--- config.mk ---
export PLATFORM = sky130hd
export DESIGN_NAME = spo2_ratio_estimator
export DESIGN_NICKNAME = d
export VERILOG_FILES = /design/src/hw/rtl/spo2re_pkg.sv /design/src/hw/rtl/spo2re_ema.sv /design/src/hw/rtl/spo2re_mul.sv /design/src/hw/rtl/spo2re_div.sv /design/src/hw/rtl/spo2_ratio_estimator.sv
export SDC_FILE = /design/constraint.sdc
export NUM_CORES = 2
export LEC_CHECK = 0
export BUFFER_PORTS_ARGS = -buffer_cell sky130_fd_sc_hd__buf_2
export CORE_UTILIZATION = 36
export CTS_CLUSTER_DIAMETER = 80
export CTS_CLUSTER_SIZE = 28
export DETAILED_ROUTE_END_ITERATION = 6
export GPL_TIMING_DRIVEN = 0
export PLACE_DENSITY = 0.53
export SYNTH_ARGS = -nofsm -noshare
export SYNTH_HDL_FRONTEND = slang
export SYNTH_SLANG_ARGS = --single-unit
--- constraint.sdc ---
create_clock -name aclk -period 21.2 [get_ports aclk]
set_input_delay 2.12 -clock aclk [delete_from_list [all_inputs] [get_ports aclk]]
set_output_delay 2.12 -clock aclk [all_outputs]
set_load 0.005 [all_outputs]
--- src/hw/rtl/spo2re_pkg.sv ---
package spo2re_pkg;

    // Configuration port
    localparam int CFG_W      = 18;
    localparam int CFG_IDX_W  = 2;
    localparam int CFG_LINE_W = 16;

    typedef enum logic [CFG_IDX_W-1:0] {
        REG_PRESENCE  = 2'd0,
        REG_INTERCEPT = 2'd1,
        REG_SLOPE     = 2'd2
    } cfg_reg_t;

    // Register reset values (levels in whole percent, scaled by the fraction bits)
    localparam int THRESH_RESET  = 50000;
    localparam int INTERCEPT_PCT = 110;
    localparam int SLOPE_PCT     = 25;
    localparam int SMOOTH_PCT    = 98;

    // Clamp limits
    localparam int HI_PCT     = 100;
    localparam int LOW_PCT    = 70;
    localparam int TOP_PERMIL = 999;

    // Exponential average: new = old + W_NEW * (x - old) / 2^SHIFT, rounded
    localparam int EMA_SHIFT = 16;
    localparam int EMA_W_NEW = 3277;

    // Ratio quotient saturates at 2^Q_BITS
    localparam int Q_BITS = 40;

    // Multiplier digit width per step
    localparam int MUL_DIGIT = 8;

endpackage

--- src/hw/rtl/spo2re_ema.sv ---
module spo2re_ema #(
    parameter int W = 26
) (
    input  logic [W-1:0] old_val,
    input  logic [W-1:0] new_val,
    output logic [W-1:0] avg_val
);
    import spo2re_pkg::*;

    localparam int SW = W + EMA_SHIFT + 2;

    logic signed [SW-1:0] diff;
    logic signed [SW-1:0] sum;

    // 62259*old + 3277*x is rewritten as old*2^16 + 3277*(x - old).
    always_comb begin
        diff = $signed(SW'(new_val)) - $signed(SW'(old_val));
        sum  = $signed({2'b00, old_val, {EMA_SHIFT{1'b0}}})
             + diff * $signed(SW'(EMA_W_NEW))
             + $signed(SW'(1 << (EMA_SHIFT - 1)));
    end

    assign avg_val = sum[EMA_SHIFT +: W];

endmodule

--- src/hw/rtl/spo2re_mul.sv ---
module spo2re_mul #(
    parameter int W = 26
) (
    input  logic           aclk,
    input  logic           aresetn,
    input  logic           start,
    input  logic [W-1:0]   op_a,
    input  logic [W-1:0]   op_b,
    output logic           done,
    output logic [2*W-1:0] product
);
    import spo2re_pkg::*;

    localparam int NS = (W + MUL_DIGIT - 1) / MUL_DIGIT;
    localparam int BW = NS * MUL_DIGIT;
    localparam int CW = $clog2(NS + 1);

    logic [W-1:0]           a_reg;
    logic [BW-1:0]          b_reg;
    logic [2*W-1:0]         acc_reg;
    logic [CW-1:0]          cnt_reg;
    logic                   busy_reg;
    logic                   done_reg;
    logic [W+MUL_DIGIT-1:0] partial;

    // One digit of the multiplier per cycle, most significant digit first.
    assign partial = a_reg * b_reg[BW-1 -: MUL_DIGIT];

    always_ff @(posedge aclk) begin
        if (!aresetn) begin
            busy_reg <= 1'b0;
            done_reg <= 1'b0;
            cnt_reg  <= '0;
        end else begin
            done_reg <= 1'b0;
            if (start) begin
                busy_reg <= 1'b1;
                cnt_reg  <= CW'(NS);
            end else if (busy_reg) begin
                cnt_reg <= cnt_reg - CW'(1);
                if (cnt_reg == CW'(1)) begin
                    busy_reg <= 1'b0;
                    done_reg <= 1'b1;
                end
            end
        end
    end

    always_ff @(posedge aclk) begin
        if (start) begin
            a_reg   <= op_a;
            b_reg   <= BW'(op_b);
            acc_reg <= '0;
        end else if (busy_reg) begin
            acc_reg <= (acc_reg << MUL_DIGIT) + (2*W)'(partial);
            b_reg   <= b_reg << MUL_DIGIT;
        end
    end

    assign done    = done_reg;
    assign product = acc_reg;

endmodule

--- src/hw/rtl/spo2re_div.sv ---
module spo2re_div #(
    parameter int NW = 60,
    parameter int DW = 52
) (
    input  logic                            aclk,
    input  logic                            aresetn,
    input  logic                            start,
    input  logic [NW-1:0]                   dividend,
    input  logic [DW-1:0]                   divisor,
    output logic                            done,
    output logic [spo2re_pkg::Q_BITS:0]     quotient
);
    import spo2re_pkg::*;

    localparam int RW = DW + 1;
    localparam int XW = NW + Q_BITS;
    localparam int CW = $clog2(Q_BITS + 1);

    logic [XW-1:0]     ext;
    logic [XW-1:0]     lim;
    logic              sat;
    logic [RW-1:0]     rem_reg;
    logic [Q_BITS-1:0] low_reg;
    logic [Q_BITS-1:0] q_reg;
    logic [DW-1:0]     div_reg;
    logic              sat_reg;
    logic [CW-1:0]     cnt_reg;
    logic              busy_reg;
    logic              done_reg;
    logic [RW-1:0]     trial;
    logic              fits;

    // The quotient reaches 2^Q_BITS exactly when dividend >= divisor * 2^Q_BITS.
    // Otherwise the high part of the dividend is already below the divisor and
    // only Q_BITS quotient bits remain to be found.
    assign ext   = XW'(dividend);
    assign lim   = XW'({divisor, {Q_BITS{1'b0}}});
    assign sat   = ext >= lim;
    assign trial = {rem_reg[RW-2:0], low_reg[Q_BITS-1]};
    assign fits  = trial >= {1'b0, div_reg};

    always_ff @(posedge aclk) begin
        if (!aresetn) begin
            busy_reg <= 1'b0;
            done_reg <= 1'b0;
            cnt_reg  <= '0;
        end else begin
            done_reg <= 1'b0;
            if (start) begin
                busy_reg <= !sat;
                done_reg <= sat;
                cnt_reg  <= CW'(Q_BITS);
            end else if (busy_reg) begin
                cnt_reg <= cnt_reg - CW'(1);
                if (cnt_reg == CW'(1)) begin
                    busy_reg <= 1'b0;
                    done_reg <= 1'b1;
                end
            end
        end
    end

    always_ff @(posedge aclk) begin
        if (start) begin
            sat_reg <= sat;
            div_reg <= divisor;
            rem_reg <= ext[Q_BITS +: RW];
            low_reg <= ext[Q_BITS-1:0];
            q_reg   <= '0;
        end else if (busy_reg) begin
            rem_reg <= fits ? (trial - {1'b0, div_reg}) : trial;
            low_reg <= low_reg << 1;
            q_reg   <= {q_reg[Q_BITS-2:0], fits};
        end
    end

    assign done     = done_reg;
    assign quotient = sat_reg ? {1'b1, {Q_BITS{1'b0}}} : {1'b0, q_reg};

endmodule

--- src/hw/rtl/spo2_ratio_estimator.sv ---
// SpO2 ratio-of-ratios estimator.
//
// The input stream carries one red and one infrared photodiode sample per
// transfer. Every accepted transfer produces exactly one result transfer on
// the output stream: the smoothed saturation level in m_tdata and the
// no-contact flag in m_tuser. Three configuration registers (presence
// threshold, line intercept, line slope) sit on the plain write port, and the
// user must write them only while the block is idle (not enforced); no read-back.
//
// The block works on one sample pair at a time and drops s_tready while busy.
// A full computation runs the two products on the shared 8-bit-per-cycle
// multiplier, numerator first, and then the 40-step restoring divider; the
// next pair is taken only once the block is back in idle. A missing finger
// goes straight from the accepted transfer to the result, a zero denominator
// skips the divider, and a saturated ratio skips the divider steps.
//
// Reset restores the register defaults, clears both baselines and sets the
// smoothed level to 98 percent. A stalled receiver holds the result in the
// output register; a new pair may be accepted meanwhile and waits at the end.
module spo2_ratio_estimator #(
    parameter int SAMPLE_BITS = 18,
    parameter int FRAC_BITS   = 8
) (
    input  logic aclk,
    input  logic aresetn,

    // s_tdata fields from bit 0: red_sample, ir_sample
    input  logic                                           s_tvalid,
    output logic                                           s_tready,
    input  logic [((2*SAMPLE_BITS+7)/8)*8-1:0]             s_tdata,

    // m_tdata fields from bit 0: spo2_level
    // m_tuser fields from bit 0: no_contact
    output logic                                           m_tvalid,
    input  logic                                           m_tready,
    output logic [((FRAC_BITS+7+7)/8)*8-1:0]               m_tdata,
    output logic [0:0]                                     m_tuser,

    input  logic                                           cfg_we,
    input  logic [spo2re_pkg::CFG_IDX_W-1:0]               cfg_index,
    input  logic [spo2re_pkg::CFG_W-1:0]                   cfg_wdata
);
    import spo2re_pkg::*;

    localparam int VB    = SAMPLE_BITS + FRAC_BITS;
    localparam int LW    = FRAC_BITS + 7;
    localparam int INT_W = (FRAC_BITS + 7 > CFG_LINE_W) ? FRAC_BITS + 7 : CFG_LINE_W;
    localparam int SLP_W = (FRAC_BITS + 5 > CFG_LINE_W) ? FRAC_BITS + 5 : CFG_LINE_W;
    localparam int TH_W  = (SAMPLE_BITS > CFG_W) ? SAMPLE_BITS : CFG_W;
    localparam int MDW   = ((LW + 7) / 8) * 8;
    localparam int NUMW  = 2 * VB;
    localparam int DVDW  = NUMW + FRAC_BITS;
    localparam int QW    = Q_BITS + 1;
    localparam int PW    = SLP_W + QW;
    localparam int RAW_W = PW + 2;

    localparam int HI_LIM  = HI_PCT << FRAC_BITS;
    localparam int TOP_LVL = (TOP_PERMIL << FRAC_BITS) / 10;
    localparam int LOW_LVL = LOW_PCT << FRAC_BITS;

    typedef enum logic [10:0] {
        ST_IDLE    = 11'b000_0000_0001,
        ST_BASE_R  = 11'b000_0000_0010,
        ST_BASE_I  = 11'b000_0000_0100,
        ST_AC      = 11'b000_0000_1000,
        ST_MUL_NUM = 11'b000_0001_0000,
        ST_MUL_DEN = 11'b000_0010_0000,
        ST_CHECK   = 11'b000_0100_0000,
        ST_DIV     = 11'b000_1000_0000,
        ST_RAW     = 11'b001_0000_0000,
        ST_SMOOTH  = 11'b010_0000_0000,
        ST_WRITE   = 11'b100_0000_0000
    } state_t;

    state_t state_reg, state_next;

    // Configuration registers
    logic [CFG_W-1:0] thresh_reg;
    logic [INT_W-1:0] icpt_reg;
    logic [SLP_W-1:0] slope_reg;

    // Filter state
    logic [VB-1:0] red_base_reg;
    logic [VB-1:0] ir_base_reg;
    logic [LW-1:0] smooth_reg;

    // Per-sample working registers
    logic [SAMPLE_BITS-1:0] red_reg;
    logic [SAMPLE_BITS-1:0] ir_reg;
    logic [VB-1:0]          mag_i_reg;
    logic                   neg_r_reg;
    logic                   neg_reg;
    logic [NUMW-1:0]        num_reg;
    logic [PW-1:0]          prod_reg;
    logic [LW-1:0]          raw_reg;
    logic [LW-1:0]          res_level_reg;
    logic                   res_flag_reg;

    // Output register
    logic          m_valid_reg;
    logic [LW-1:0] m_level_reg;
    logic          m_flag_reg;

    logic                   s_accept;
    logic                   out_free;
    logic [SAMPLE_BITS-1:0] s_red;
    logic [SAMPLE_BITS-1:0] s_ir;
    logic                   s_absent;
    logic [VB-1:0]          xr;
    logic [VB-1:0]          xi;
    logic                   neg_r;
    logic                   neg_i;
    logic [VB-1:0]          mag_r;
    logic [VB-1:0]          mag_i;

    logic [VB-1:0]   ema_old;
    logic [VB-1:0]   ema_new;
    logic [VB-1:0]   ema_avg;

    logic            mul_start;
    logic [VB-1:0]   mul_a;
    logic [VB-1:0]   mul_b;
    logic            mul_done;
    logic [NUMW-1:0] mul_p;

    logic            div_start;
    logic            div_done;
    logic [QW-1:0]   div_q;

    logic [PW-1:0]           term;
    logic signed [RAW_W-1:0] raw_s;
    logic [LW-1:0]           raw_clamped;

    assign s_tready = (state_reg == ST_IDLE);
    assign s_accept = s_tvalid && s_tready;
    assign out_free = !m_valid_reg || m_tready;

    assign s_red    = s_tdata[SAMPLE_BITS-1:0];
    assign s_ir     = s_tdata[2*SAMPLE_BITS-1:SAMPLE_BITS];
    assign s_absent = TH_W'(s_ir) < TH_W'(thresh_reg);

    // Samples scaled to the fixed-point level format.
    assign xr = {red_reg, {FRAC_BITS{1'b0}}};
    assign xi = {ir_reg, {FRAC_BITS{1'b0}}};

    // AC parts as sign and magnitude against the updated baselines.
    assign neg_r = xr < red_base_reg;
    assign neg_i = xi < ir_base_reg;
    assign mag_r = neg_r ? (red_base_reg - xr) : (xr - red_base_reg);
    assign mag_i = neg_i ? (ir_base_reg - xi) : (xi - ir_base_reg);

    // The averaging unit serves both baselines and the level smoother. A
    // baseline that is still zero starts from the sample itself.
    always_comb begin
        case (state_reg)
            ST_BASE_R: begin
                ema_old = (red_base_reg == '0) ? xr : red_base_reg;
                ema_new = xr;
            end
            ST_BASE_I: begin
                ema_old = (ir_base_reg == '0) ? xi : ir_base_reg;
                ema_new = xi;
            end
            default: begin
                ema_old = VB'(smooth_reg);
                ema_new = VB'(raw_reg);
            end
        endcase
    end

    spo2re_ema #(
        .W(VB)
    ) u_ema (
        .old_val(ema_old),
        .new_val(ema_new),
        .avg_val(ema_avg)
    );

    // The multiplier first forms the numerator |ac_red| * dc_ir, then the
    // denominator |ac_ir| * dc_red.
    assign mul_start = (state_reg == ST_AC) || (state_reg == ST_MUL_NUM && mul_done);
    assign mul_a     = (state_reg == ST_AC) ? mag_r : mag_i_reg;
    assign mul_b     = (state_reg == ST_AC) ? ir_base_reg : red_base_reg;

    spo2re_mul #(
        .W(VB)
    ) u_mul (
        .aclk   (aclk),
        .aresetn(aresetn),
        .start  (mul_start),
        .op_a   (mul_a),
        .op_b   (mul_b),
        .done   (mul_done),
        .product(mul_p)
    );

    // The denominator still sits in the multiplier's accumulator here.
    assign div_start = (state_reg == ST_CHECK) && (mul_p != '0);

    spo2re_div #(
        .NW(DVDW),
        .DW(NUMW)
    ) u_div (
        .aclk    (aclk),
        .aresetn (aresetn),
        .start   (div_start),
        .dividend({num_reg, {FRAC_BITS{1'b0}}}),
        .divisor (mul_p),
        .done    (div_done),
        .quotient(div_q)
    );

    // Raw level from the line, then clamped: below 70 percent to 70, above 100 percent to 99.9.
    assign term = prod_reg >> FRAC_BITS;

    always_comb begin
        if (neg_reg) begin
            raw_s = $signed(RAW_W'(icpt_reg)) + $signed(RAW_W'(term));
        end else begin
            raw_s = $signed(RAW_W'(icpt_reg)) - $signed(RAW_W'(term));
        end
        if (raw_s > RAW_W'(HI_LIM)) begin
            raw_clamped = LW'(TOP_LVL);
        end else if (raw_s < RAW_W'(LOW_LVL)) begin
            raw_clamped = LW'(LOW_LVL);
        end else begin
            raw_clamped = raw_s[LW-1:0];
        end
    end

    always_comb begin
        state_next = state_reg;
        case (state_reg)
            ST_IDLE: begin
                if (s_accept) begin
                    state_next = s_absent ? ST_WRITE : ST_BASE_R;
                end
            end
            ST_BASE_R:  state_next = ST_BASE_I;
            ST_BASE_I:  state_next = ST_AC;
            ST_AC:      state_next = ST_MUL_NUM;
            ST_MUL_NUM: begin
                if (mul_done) begin
                    state_next = ST_MUL_DEN;
                end
            end
            ST_MUL_DEN: begin
                if (mul_done) begin
                    state_next = ST_CHECK;
                end
            end
            ST_CHECK: begin
                if (mul_p != '0) begin
                    state_next = ST_DIV;
                end else if (num_reg == '0) begin
                    state_next = ST_WRITE;
                end else begin
                    state_next = ST_SMOOTH;
                end
            end
            ST_DIV: begin
                if (div_done) begin
                    state_next = ST_RAW;
                end
            end
            ST_RAW:    state_next = ST_SMOOTH;
            ST_SMOOTH: state_next = ST_WRITE;
            ST_WRITE: begin
                if (out_free) begin
                    state_next = ST_IDLE;
                end
            end
            default:   state_next = ST_IDLE;
        endcase
    end

    // Control state, configuration and filter state.
    always_ff @(posedge aclk) begin
        if (!aresetn) begin
            state_reg    <= ST_IDLE;
            m_valid_reg  <= 1'b0;
            thresh_reg   <= CFG_W'(THRESH_RESET);
            icpt_reg     <= INT_W'(INTERCEPT_PCT << FRAC_BITS);
            slope_reg    <= SLP_W'(SLOPE_PCT << FRAC_BITS);
            red_base_reg <= '0;
            ir_base_reg  <= '0;
            smooth_reg   <= LW'(SMOOTH_PCT << FRAC_BITS);
        end else begin
            state_reg <= state_next;

            if (cfg_we) begin
                case (cfg_index)
                    REG_PRESENCE:  thresh_reg <= cfg_wdata;
                    REG_INTERCEPT: icpt_reg   <= INT_W'(cfg_wdata[CFG_LINE_W-1:0]);
                    REG_SLOPE:     slope_reg  <= SLP_W'(cfg_wdata[CFG_LINE_W-1:0]);
                    default: ;
                endcase
            end

            if (state_reg == ST_BASE_R) begin
                red_base_reg <= ema_avg;
            end
            if (state_reg == ST_BASE_I) begin
                ir_base_reg <= ema_avg;
            end
            if (state_reg == ST_SMOOTH) begin
                smooth_reg <= ema_avg[LW-1:0];
            end

            if (state_reg == ST_WRITE && out_free) begin
                m_valid_reg <= 1'b1;
            end else if (m_tready) begin
                m_valid_reg <= 1'b0;
            end
        end
    end

    // Datapath registers.
    always_ff @(posedge aclk) begin
        case (state_reg)
            ST_IDLE: begin
                if (s_accept) begin
                    red_reg       <= s_red;
                    ir_reg        <= s_ir;
                    res_level_reg <= '0;
                    res_flag_reg  <= s_absent;
                end
            end
            ST_AC: begin
                mag_i_reg <= mag_i;
                neg_r_reg <= neg_r;
                neg_reg   <= neg_r ^ neg_i;
            end
            ST_MUL_NUM: begin
                if (mul_done) begin
                    num_reg <= mul_p;
                end
            end
            ST_CHECK: begin
                // A zero denominator pins the raw level to one end of the band;
                // zero over zero reports the smoothed level untouched.
                raw_reg       <= neg_r_reg ? LW'(TOP_LVL) : LW'(LOW_LVL);
                res_level_reg <= smooth_reg;
                res_flag_reg  <= 1'b0;
            end
            ST_DIV: begin
                if (div_done) begin
                    prod_reg <= slope_reg * div_q;
                end
            end
            ST_RAW: begin
                raw_reg <= raw_clamped;
            end
            ST_SMOOTH: begin
                res_level_reg <= ema_avg[LW-1:0];
                res_flag_reg  <= 1'b0;
            end
            ST_WRITE: begin
                if (out_free) begin
                    m_level_reg <= res_level_reg;
                    m_flag_reg  <= res_flag_reg;
                end
            end
            default: ;
        endcase
    end

    assign m_tvalid = m_valid_reg;
    assign m_tdata  = MDW'(m_level_reg);
    assign m_tuser  = m_flag_reg;

endmodule
==> flow_summary.ini <==
[cells_and_area]
area_growth_pct = 8.19
drive_gt1_frac = 0.0331
nets = 9251

[critical_path]
worstPathRequired_ns = 21.79
critical_path_arrival_ns = 14.01
crit_path_end_kind = flop
reg2reg_setup_slack_ns = 7.78
path_buf_inv = 10
start_kind = flop
crit_path_max_fanout = 12
r2r_start = ir_base_reg[2]$_SDFFE_PN0N_
slowest_delay_ns = 0.80
path_depth = 41
r2r-end = red_base_reg[25]$_SDFFE_PN0P_
crit_type = flop to flop
r2r_cells = 41
crit_family = compound AO/OA/AOI/OAI gates
crit_slowest_cell = nor3_2

[floorplan]
start_util = 0.364
die_x_um = 442
die_h_um = 442
rows = 160
core_area_um2 = 191000
die-area_um2 = 195000
io_pins = 84

[logic_synthesis]
syn_area_um2 = 69600
synthCells = 7664
synthArstFlopShare = 0
synth_edf_count = 369
syn-num-nets = 9114
synth_warnings = 0
synth_seq_cells = 641
avgSynthCellArea_um2 = 9.08
yosysSeqAreaShare = 0.238
synth_cell_types = 97
synthFlopType = edfxtp_1

[grt]
grt-ovfl-total = 0
antenna_found_initial = 6
grt_pass1_vias = 55600
grt_max_degree = 62
grt_pass1_wl_um = 353000
grt_util_all_layers = 0.237

[cts]
cts_tree = yes
clk_pin_slew_ns = 0.11
cts_sinks = 641
htreeDepth = 2
root_buffer = clkbuf_16
holdBufCountCts = 0
post_cts_buffers = 0
cts_buffer_depth = 3
cts-buffers-inserted = 51
cts_resized = 0
clkLatencyLatePin_ns = 0.76

[route]
drc = 0
avgViaCountPerCell = 5.32
drt_iter0_drc = 4417
ant_nets = 0
drt_pre_antenna_iters = 7
routed_wl_um = 234000
vias = 55100
avgRoutedWirePerCell_um = 22.6

[placement]
gp_congestion = 0.942
io_buffers = 77
dp_hpwl_um = 191000

[sta]
hold_viol = 0
rsz0062_at_grt = false
worst_pin_slew_ns = 1.42
max_freq_mhz = 74.5
period_needed_ns = 13.42
maxSlewViolCount = 0
skew_ns = 0.0547
fin_crit_sh = 0.633
fin_setup_tns_ns = 0
timing.max_slew.rel_slack = 0.0460
setup_viol = 0

[worst_hold_path]
worstHoldPathCells = 0
min_to = m_level_reg[13]$_DFFE_PP_
worst_hold_path_type = flop to flop
hold_path.startpoint = res_level_reg[13]$_DFFE_PP_

[run_status]
status = finished clean

[flow_run]
max-cap-violations = 0
[layer usage]
layer,vias up,part of all wire,GRT usage
met5,-,0,0
met4,0,0.042,0.0918
met3,390,0.052,0.0271
met2,1597,0.47,0.396
met1,27600,0.43,0.314
li1,25400,-,-
[worst max path at each step]
stage,end,slack (ns),startpoint
global route,ir_base_reg[24]$_SDFFE_PN0N_,6.95,ir_base_reg[2]$_SDFFE_PN0N_
CTS,ir_base_reg[24]$_SDFFE_PN0N_,7.90,ir_base_reg[2]$_SDFFE_PN0N_
floorplan,red_base_reg[25]$_SDFFE_PN0P_,10.68,ir_base_reg[2]$_SDFFE_PN0N_
finish,red_base_reg[25]$_SDFFE_PN0P_,7.78,ir_base_reg[2]$_SDFFE_PN0N_
global placement,ir_base_reg[24]$_SDFFE_PN0N_,7.49,red_base_reg[2]$_SDFFE_PN0P_
detailed placement,ir_base_reg[24]$_SDFFE_PN0N_,7.98,ir_base_reg[2]$_SDFFE_PN0N_
[synthesized netlist by cell type, types with 11 or more instances]
library cell / count / area share
xnor2_1: 170 / 0.021
a21o_1: 169 / 0.018
nor3_1: 92 / 0.0066
dfxtp_1: 272 / 0.078
or2_2: 14 / 0.0013
o21a_1: 35 / 0.0038
a31oi_1: 45 / 0.0040
nor4_1: 65 / 0.0058
o2111ai_1: 14 / 0.0018
nor2_1: 361 / 0.019
fa_1: 849 / 0.24
a21boi_0: 98 / 0.011
o31ai_1: 45 / 0.0049
nand2b_1: 49 / 0.0044
a22o_1: 12 / 0.0015
mux2i_1: 119 / 0.017
nor2b_1: 95 / 0.0085
and3_1: 64 / 0.0058
edfxtp_1: 369 / 0.16
a21oi_1: 378 / 0.027
o21ai_0: 206 / 0.015
a31o_2: 12 / 0.0015
o21bai_1: 37 / 0.0040
or3_1: 23 / 0.0021
nand3_1: 101 / 0.0073
a211oi_1: 52 / 0.0056
and4_1: 16 / 0.0020
ha_1: 536 / 0.096
inv_1: 1155 / 0.062
nand4_1: 52 / 0.0047
a2111oi_0: 13 / 0.0016
and2_1: 315 / 0.028
o211ai_1: 34 / 0.0037
nand2_1: 1110 / 0.060
o22a_1: 11 / 0.0014
xor2_1: 104 / 0.013
nand4b_1: 11 / 0.0014
o22ai_1: 23 / 0.0021
clkbuf_1: 324 / 0.017
a221oi_1: 11 / 0.0014
[final cells by class]
type / count / area, µm²
Tap cell: 2511 / 3140
Antenna cell: 4 / 10.0
Fill cell: 19400 / 116000
Clock inverter: 43 / 688
Buffer: 346 / 1330
Clock buffer: 53 / 1310
Multi-Input combinational cell: 5518 / 47400
Sequential cell: 641 / 16500
Timing Repair Buffer: 84 / 503
Inverter: 1159 / 4350
[kinds of logic (layout without fill, tap and decap cells)]
family | count (synthesis) | after routing | synth area share
multiplexers | 127 | 127 | 0.0184
buffers and inverters | 1505 | 1685 | 0.0815
AND/OR/NAND/NOR | 2416 | 2416 | 0.164
other | 2 | 6 | 0.000108
flip-flops | 641 | 641 | 0.238
AO/OA/AOI/OAI | 1314 | 1314 | 0.124
XOR/XNOR | 274 | 274 | 0.0345
adder cells (fa/ha/maj) | 1385 | 1385 | 0.341
[stage by stage]
step	worst slack [ns]	util	instances	hold slack (ns)	instance area, µm²
floorplan	10.68	-	7664	0.400	69600
global placement	7.49	0.383	10300	0.406	73100
detailed placement	7.98	0.384	10300	0.405	73300
CTS	7.90	0.394	10400	0.430	75300
global route	6.95	0.394	10400	0.434	75300
finish	7.78	0.394	10400	0.427	75300
[cell usage in the layout (no fill, tap or decap), types with 87 or more instances in the layout]
master / instances
inv_1: 1155
nand2_1: 1109
fa_1: 849
ha_1: 536
a21oi_1: 378
edfxtp_1: 369
nor2_1: 361
clkbuf_1: 320
and2_1: 313
dfxtp_1: 272
o21ai_0: 205
xnor2_1: 170
a21o_1: 169
mux2i_1: 119
xor2_1: 104
nand3_1: 101
a21boi_0: 98
nor2b_1: 94
nor3_1: 90
buf_2: 87
Power is left out: the tool's default activity adds up to more than one toggle a clock period on the data nets, which glitch-free logic cannot reach.
